--- src/rtl/core/tec_pkg.sv ---
package tec_pkg;

    localparam int CW   = 16;
    localparam int DW   = CW + 1;
    localparam int SQW  = 2 * CW;
    localparam int DSW  = SQW + 1;
    localparam int XPW  = 2 * DW;
    localparam int XSW  = XPW + 1;
    localparam int SCALE = 10000;
    localparam int SCW  = 14;
    localparam int SDW  = DSW + SCW;
    localparam int NV   = 3;
    localparam int NP   = NV * NV;
    localparam int EW   = 2;

    typedef logic signed [CW-1:0] t_coord;

    typedef struct packed {
        t_coord x;
        t_coord y;
    } t_pt;

    typedef t_pt [NV-1:0] t_tri;

    typedef struct packed {
        logic [NV-1:0][NV-1:0][DSW-1:0] vtx_dist;
        logic [NV-1:0][DSW-1:0]         len_a;
        logic [NV-1:0][DSW-1:0]         len_b;
        logic [NV-1:0][NV-1:0]          left_ab;
        logic [NV-1:0][NV-1:0]          left_ba;
    } t_geom;

    localparam logic [EW-1:0] PAIR_EA [NP] = '{2'd0, 2'd0, 2'd0, 2'd1, 2'd1, 2'd1,
                                               2'd2, 2'd2, 2'd2};
    localparam logic [EW-1:0] PAIR_EB [NP] = '{2'd0, 2'd1, 2'd2, 2'd0, 2'd1, 2'd2,
                                               2'd0, 2'd1, 2'd2};

endpackage

--- src/rtl/core/tec_select.sv ---
module tec_select (
    input  logic                   i_clk,
    input  logic                   i_rst_n,
    input  logic                   i_valid,
    input  logic [tec_pkg::NP-1:0] i_hit,
    output logic                   o_done,
    output logic                   o_overlap,
    output logic [tec_pkg::EW-1:0] o_edge_of_first,
    output logic [tec_pkg::EW-1:0] o_edge_of_second
);
    import tec_pkg::*;

    logic          r_done;
    logic          r_overlap;
    logic [EW-1:0] r_ea;
    logic [EW-1:0] r_eb;
    logic [EW-1:0] n_ea;
    logic [EW-1:0] n_eb;

    // lowest pair index wins
    always_comb begin
        n_ea = '0;
        n_eb = '0;
        for (int k = NP - 1; k >= 0; k--) begin
            if (i_hit[k]) begin
                n_ea = PAIR_EA[k];
                n_eb = PAIR_EB[k];
            end
        end
    end

    always_ff @(posedge i_clk) begin
        if (!i_rst_n) begin
            r_done <= 1'b0;
        end else begin
            r_done <= i_valid;
        end
    end

    always_ff @(posedge i_clk) begin
        r_overlap <= |i_hit;
        r_ea      <= n_ea;
        r_eb      <= n_eb;
    end

    assign o_done           = r_done;
    assign o_overlap        = r_overlap;
    assign o_edge_of_first  = r_ea;
    assign o_edge_of_second = r_eb;

endmodule

--- config.mk ---
export PLATFORM = sky130hd
export DESIGN_NAME = tec_select
export DESIGN_NICKNAME = d
export VERILOG_FILES = /design/src/rtl/core/tec_pkg.sv /design/src/rtl/core/tec_select.sv
export SDC_FILE = /design/constraint.sdc
export NUM_CORES = 1
export LEC_CHECK = 0
export ABC_CLOCK_PERIOD_IN_PS = 1700
export BUFFER_PORTS_ARGS = -buffer_cell sky130_fd_sc_hd__buf_2
export CORE_AREA = 2 2 39 41
export CTS_CLUSTER_DIAMETER = 60
export DETAILED_ROUTE_END_ITERATION = 16
export DIE_AREA = 0 0 41 43
export SETUP_SLACK_MARGIN = 0.2
export SLEW_MARGIN = 20
export SYNTH_ARGS = -nofsm -noshare
export SYNTH_HDL_FRONTEND = slang
export SYNTH_SLANG_ARGS = --single-unit
--- constraint.sdc ---
create_clock -name i_clk -period 1.7 [get_ports i_clk]
set_clock_uncertainty 0.1 [all_clocks]
set_input_delay 0.085 -clock i_clk [delete_from_list [all_inputs] [get_ports i_clk]]
set_output_delay 0.085 -clock i_clk [all_outputs]
set_load 0.03 [all_outputs]
==> results.txt, run 1 <==
clock sink count -> 6
most frequent cell after synthesis -> dfxtp_1
Net Sw Power -> 0.07483 mW
Slew HR -> 83.40%
post-layout util -> 29.93%
unrepaired setup endpoints after global routing -> false
CTS resizes -> 0
CP Data Arrival Time -> 1.38 ns
hpwl dp -> 423.5 µm
effective utilization at floorplan -> 16.37%
Post-synth EDFFs -> 0
Final Cell Area -> 414.1 µm²
Post-CTS Hold Buffers -> 6
row cnt -> 14
top-level port count -> 18
DRT Pass-1 Iters -> 1
register share of total power -> 44.7%
status -> finished, final reports clean
setup bufs post-CTS -> 0
Overflow after GRT -> 0
synthesized net count -> 33
routability congestion estimate -> 0.7899
power density over the cells -> 796.8 nW/µm²
first-pass GRT wire length -> 759 µm
final cell count without fillers -> 63
Clk pwr share -> 37.7%
Tcrit/Tclk final -> 80.25%
Max Clk Rate -> 0.7330 GHz
CTS tree -> built
vias in the first global route -> 229
Vias/cell -> 3.921
post-synth top area cell -> dfxtp_1
Worst Hold Launch -> i_hit[7]
PortBufs -> 17
die area -> 1763 µm²
hold crit path type -> input port to flop
Crit. Startpoint -> i_valid
Slew @ Worst Pin -> 0.2467 ns
Final Max Tran Viols -> 0
Clock Tree Root -> clkbuf_4
worst-case clock buffer depth -> 2
CP max FO -> 1
vias post-DR -> 247
Post-synth top cells -> dfxtp_1, nor3_1, nor3b_1, o21bai_1, o311a_1
drt wl/cell -> 8.333 µm
Routed Antenna Nets -> 0
Final setup viols -> 0
ys async rst share -> 0%
Comb power frac -> 17.6%
cell area after placement -> 331.6 µm²
Seq cells post-synth -> 6
antenna diode count -> 0
final worst path period need -> 1.364 ns
core area -> 1384 µm²
Primary FF master, synth -> dfxtp_1
LEAKAGE -> 0.1979 nW
H-tree Lvls -> 1
cell-internal power -> 0.2552 mW
Routed WL -> 525 µm
synthesized area per cell -> 10.78 µm²
post-synthesis cell type count -> 12
Die Height -> 43 µm
sequential-to-total area share from yosys stat -> 53.04%
Syn-to-layout area delta -> 82.87%
CTS Buf Count -> 3
max cap viols -> 0
VDD IR max -> 183.1 µV
top post-synthesis cells by area -> dfxtp_1, o311a_1, nor3b_1
Final Hold Violating Endpoints -> 0
clock-pin slew on the worst setup and hold paths -> 0.04 ns
share of cells above drive strength 1 -> 44.68%
DR iter-0 viols -> 0
Tot Pwr -> 0.3300 mW
WP data required -> 1.72 ns
pin count of the biggest net entering global routing -> 6
switching share of total power -> 22.67%
# placed instances -> 54
Critical Path Start Type -> input port
Tot GR Track Use -> 6.834%
Yosys top cell area share -> 53.04%
drc violations -> 0
Synth Warn # -> 0
Die X-Extent -> 41 µm
antenna violations before repair -> 0
Setup CP Type -> input port to flop
Final nets -> 61
cell count after synthesis -> 21
Netlist Area Pre-Place -> 226.5 µm²
setup TNS -> 0 ns
crit end category -> flop
==> layout by cell type (no fill, tap or decap) <==
cell           Yosys  final
and2_1             1      1
and3b_1            1      1
buf_2              0     17
clkbuf_4           0      3
dfxtp_1            6      6
dlygate4sd3_1      0      6
inv_1              1      1
nand3_1            1      1
nor2_1             1      1
nor3_1             2      2
nor3b_1            2      2
nor4_1             1      1
nor4_2             1      1
o21bai_1           2      2
o311a_1            2      2
==> per-layer routing <==
layer  vias up  global-route usage, %  share of wire, %
li1        134                      -                 -
met1       104                  7.742                42
met2         9                  9.063                50
met3         0                      0               7.8
met4         0                  10.00                 0
met5         -                      0                 0
==> final cells by class <==
| cell class | count | area, µm² |
|---|---|---|
| Clock buffer | 3 | 22.52 |
| Fill cell | 142 | 969.7 |
| Inverter | 1 | 3.754 |
| Multi-Input combinational cell | 14 | 102.6 |
| Sequential cell | 6 | 120.1 |
| Tap cell | 16 | 20.02 |
| Timing Repair Buffer | 23 | 145.1 |
==> final timing paths <==
check                       end  slack (ns)  cells after the start
worst max-delay path     o_done        0.34                      4
worst min-delay path  o_overlap       0.002                      3
==> power groups by stage <==
stage	sequential, mW	clock, mW	combinational, mW
global route	0.148	0.136	0.0634
CTS	0.148	0.133	0.0587
floorplan	0.161	0	0.0112
global placement	0.150	0	0.0477
detailed placement	0.150	0	0.0481
finish	0.148	0.124	0.0580
==> kinds of logic (layout without fill, tap and decap cells) <==
kind of cell,count (synthesis),after routing,synth area share [%]
and+or+nand+nor,10,10,29.83
buffers and inverters,1,27,1.656
DFF,6,6,53.04
AOI/OAI and AO/OA,4,4,15.47
==> worst max-delay path, cell delays in order <==
cell	delay, ns
dlygate4sd3_1	0.53
buf_2	0.11
and2_1	0.12
dlygate4sd3_1	0.54
==> sequential cells by signal, indices dropped and copies added (netlist names) <==
register	flops
o_done	1
o_edge_of_first	2
o_edge_of_second	2
o_overlap	1
==> metrics by stage <==
stage	setup WS, ns	hold slack [ns]
after floorplan	1.014	0.06138
after global placement	0.8271	0.1867
after detailed placement	0.8432	0.1949
after CTS	0.3419	0.001108
after global routing	0.3216	0.02833
final	0.3358	0.002421
No activity file was read; power rests on OpenSTA's default activity.
==> run 2, diff against run 1 <==
--- a/config.mk
+++ b/config.mk
@@ -5,7 +5,7 @@
 export SDC_FILE = /design/constraint.sdc
 export NUM_CORES = 1
 export LEC_CHECK = 0
-export ABC_CLOCK_PERIOD_IN_PS = 1700
+export ABC_CLOCK_PERIOD_IN_PS = 1300
 export BUFFER_PORTS_ARGS = -buffer_cell sky130_fd_sc_hd__buf_2
 export CORE_AREA = 2 2 39 41
 export CTS_CLUSTER_DIAMETER = 60
==> constraint.sdc (replaced) <==
create_clock -name i_clk -period 1.3 [get_ports i_clk]
set_clock_uncertainty 0.1 [all_clocks]
set_input_delay 0.065 -clock i_clk [delete_from_list [all_inputs] [get_ports i_clk]]
set_output_delay 0.065 -clock i_clk [all_outputs]
set_load 0.03 [all_outputs]
==> run 2 against run 1 <==
The flow now finishes with violations (hold timing). Sequential power increased by 30%. Critical path depth decreased by 1. First-iteration DRC count unchanged.
==> results.txt, run 2 (synthesis gave the netlist of run 1 again) <==
status -> finished, violations left (was finished, final reports clean)
failing checks -> hold timing
WP data required -> 1.33 ns (was 1.72 ns)
CP max FO -> 4 (was 1)
vias in the first global route -> 252 (was 229)
Final Hold Violating Endpoints -> 1 (was 0)
power density over the cells -> 1042 nW/µm² (was 796.8 nW/µm²)
clock sink count -> 6 (unchanged)
share of cells above drive strength 1 -> 46.81% (was 44.68%)
Die X-Extent -> 41 µm (unchanged)
DRT Pass-1 Iters -> 1 (unchanged)
Clock Tree Root -> clkbuf_4 (unchanged)
final worst path period need -> 1.048 ns
worst-case clock buffer depth -> 2 (unchanged)
CP Data Arrival Time -> 1.07 ns (was 1.38 ns)
drc violations -> 0 (unchanged)
multi-input logic area -> 107.6 µm² (was 102.6 µm²)
Final Cell Area -> 419.2 µm² (was 414.1 µm²)
commonest non-fill, non-tap cells in the layout -> buf_2, dlygate4sd3_1, dfxtp_1 (unchanged)
LEAKAGE -> 0.1975 nW (was 0.1979 nW)
antenna violations before repair -> 0 (unchanged)
Tcrit/Tclk final -> 80.63%
die area -> 1763 µm² (unchanged)
Setup CP Type -> input port to flop (unchanged)
unrepaired setup endpoints after global routing -> false (unchanged)
most common cell after layout, fill and taps aside -> buf_2 (unchanged)
VDD IR max -> 245.1 µV (was 183.1 µV)
hold slack -> -0.02598 ns (was 0.002421 ns)
cell area after placement -> 331.6 µm² (unchanged)
effective utilization at floorplan -> 16.37% (unchanged)
core area -> 1384 µm² (unchanged)
Max Clk Rate -> 0.9540 GHz
Final setup viols -> 0 (unchanged)
vias post-DR -> 257 (was 247)
Filler Cell Count -> 149 (was 142)
row cnt -> 14 (unchanged)
Die Height -> 43 µm (unchanged)
first-pass GRT wire length -> 876 µm (was 759 µm)
Final Max Tran Viols -> 0 (unchanged)
Tot GR Track Use -> 7.545% (was 6.834%)
Slew @ Worst Pin -> 0.2639 ns (was 0.2467 ns)
drt wl/cell -> 8.889 µm (was 8.333 µm)
setup TNS -> 0 ns (unchanged)
Syn-to-layout area delta -> 85.08% (was 82.87%)
Slew HR -> 82.26% (was 83.40%)
pin count of the biggest net entering global routing -> 6 (unchanged)
antenna diode count -> 0 (unchanged)
CTS tree -> built (unchanged)
Vias/cell -> 4.079 (was 3.921)
PortBufs -> 17 (unchanged)
DR iter-0 viols -> 0 (unchanged)
top-level port count -> 18 (unchanged)
crit end category -> flop (unchanged)
Routed WL -> 560 µm (was 525 µm)
Place WS -> 0.4413 ns (was 0.8432 ns)
Critical Path Start Type -> input port (unchanged)
hold crit path type -> input port to flop (unchanged)
CTS Buf Count -> 3 (unchanged)
Final nets -> 61 (unchanged)
Routed Antenna Nets -> 0 (unchanged)
hpwl dp -> 448.3 µm (was 423.5 µm)
clock-pin slew on the worst setup and hold paths -> 0.04 ns (about the same)
max cap viols -> 0 (unchanged)
H-tree Lvls -> 1 (unchanged)
FF/Latch Area -> 120.1 µm² (unchanged)
routability congestion estimate -> 0.7894 (was 0.7899)
Overflow after GRT -> 0 (unchanged)
Post-CTS Hold Buffers -> 6 (unchanged)
Tot Pwr -> 0.4367 mW (was 0.3300 mW)
worst setup margin -> 0.2518 ns (was 0.3358 ns)
run 2: path summary, 6_finish.rpt:
kind      from                  end  slack [ns]  depth (start not counted)
max   i_hit[1]  o_edge_of_second[0]        0.25                          3
min   i_hit[7]            o_overlap       -0.03                          3
run 2: layer usage:
layer  GRT usage, %  vias to the layer above  wire length (µm)
met5              0                        -                 0
met2          10.31                        9               269
met1          8.738                      115               247
met4          8.000                        0                 0
li1               -                      133                 -
met3          1.571                        0                43
run 2: report_power, final:
group / leakage (nW) / total (mW) / switching [mW] / internal (mW)
registers: 0.0492 / 0.193 / 0.00143 / 0.192
clock network: 0.0138 / 0.166 / 0.0620 / 0.104
logic: 0.134 / 0.0777 / 0.0390 / 0.0386
total: 0.198 / 0.437 / 0.102 / 0.334
run 2: area by class of cell:
class / instances / area share (%)
timing repair buffer: 23 / 34.63
tap: 16 / 4.776
multi-input combinational: 14 / 25.67
sequential: 6 / 28.66
clock buffer: 3 / 5.373
inverter: 1 / 0.8955
run 2: worst max-delay path: stages:
cell	delay, ns
dlygate4sd3_1	0.53
buf_2	0.14
o311a_1	0.34
run 2: through the flow:
stage / std cells / utilization [%]
floorplan: 21 / -
global placement: 54 / 23.96
detailed placement: 54 / 23.96
CTS: 63 / 29.93
global route: 63 / 30.29
finish: 63 / 30.29
run 2: timing repair:
action	CTS	global route
setup endpoints to repair	0	1
endpoints found under the hold margin	4	1
gates resized for setup	0	1
setup buffers	0	0
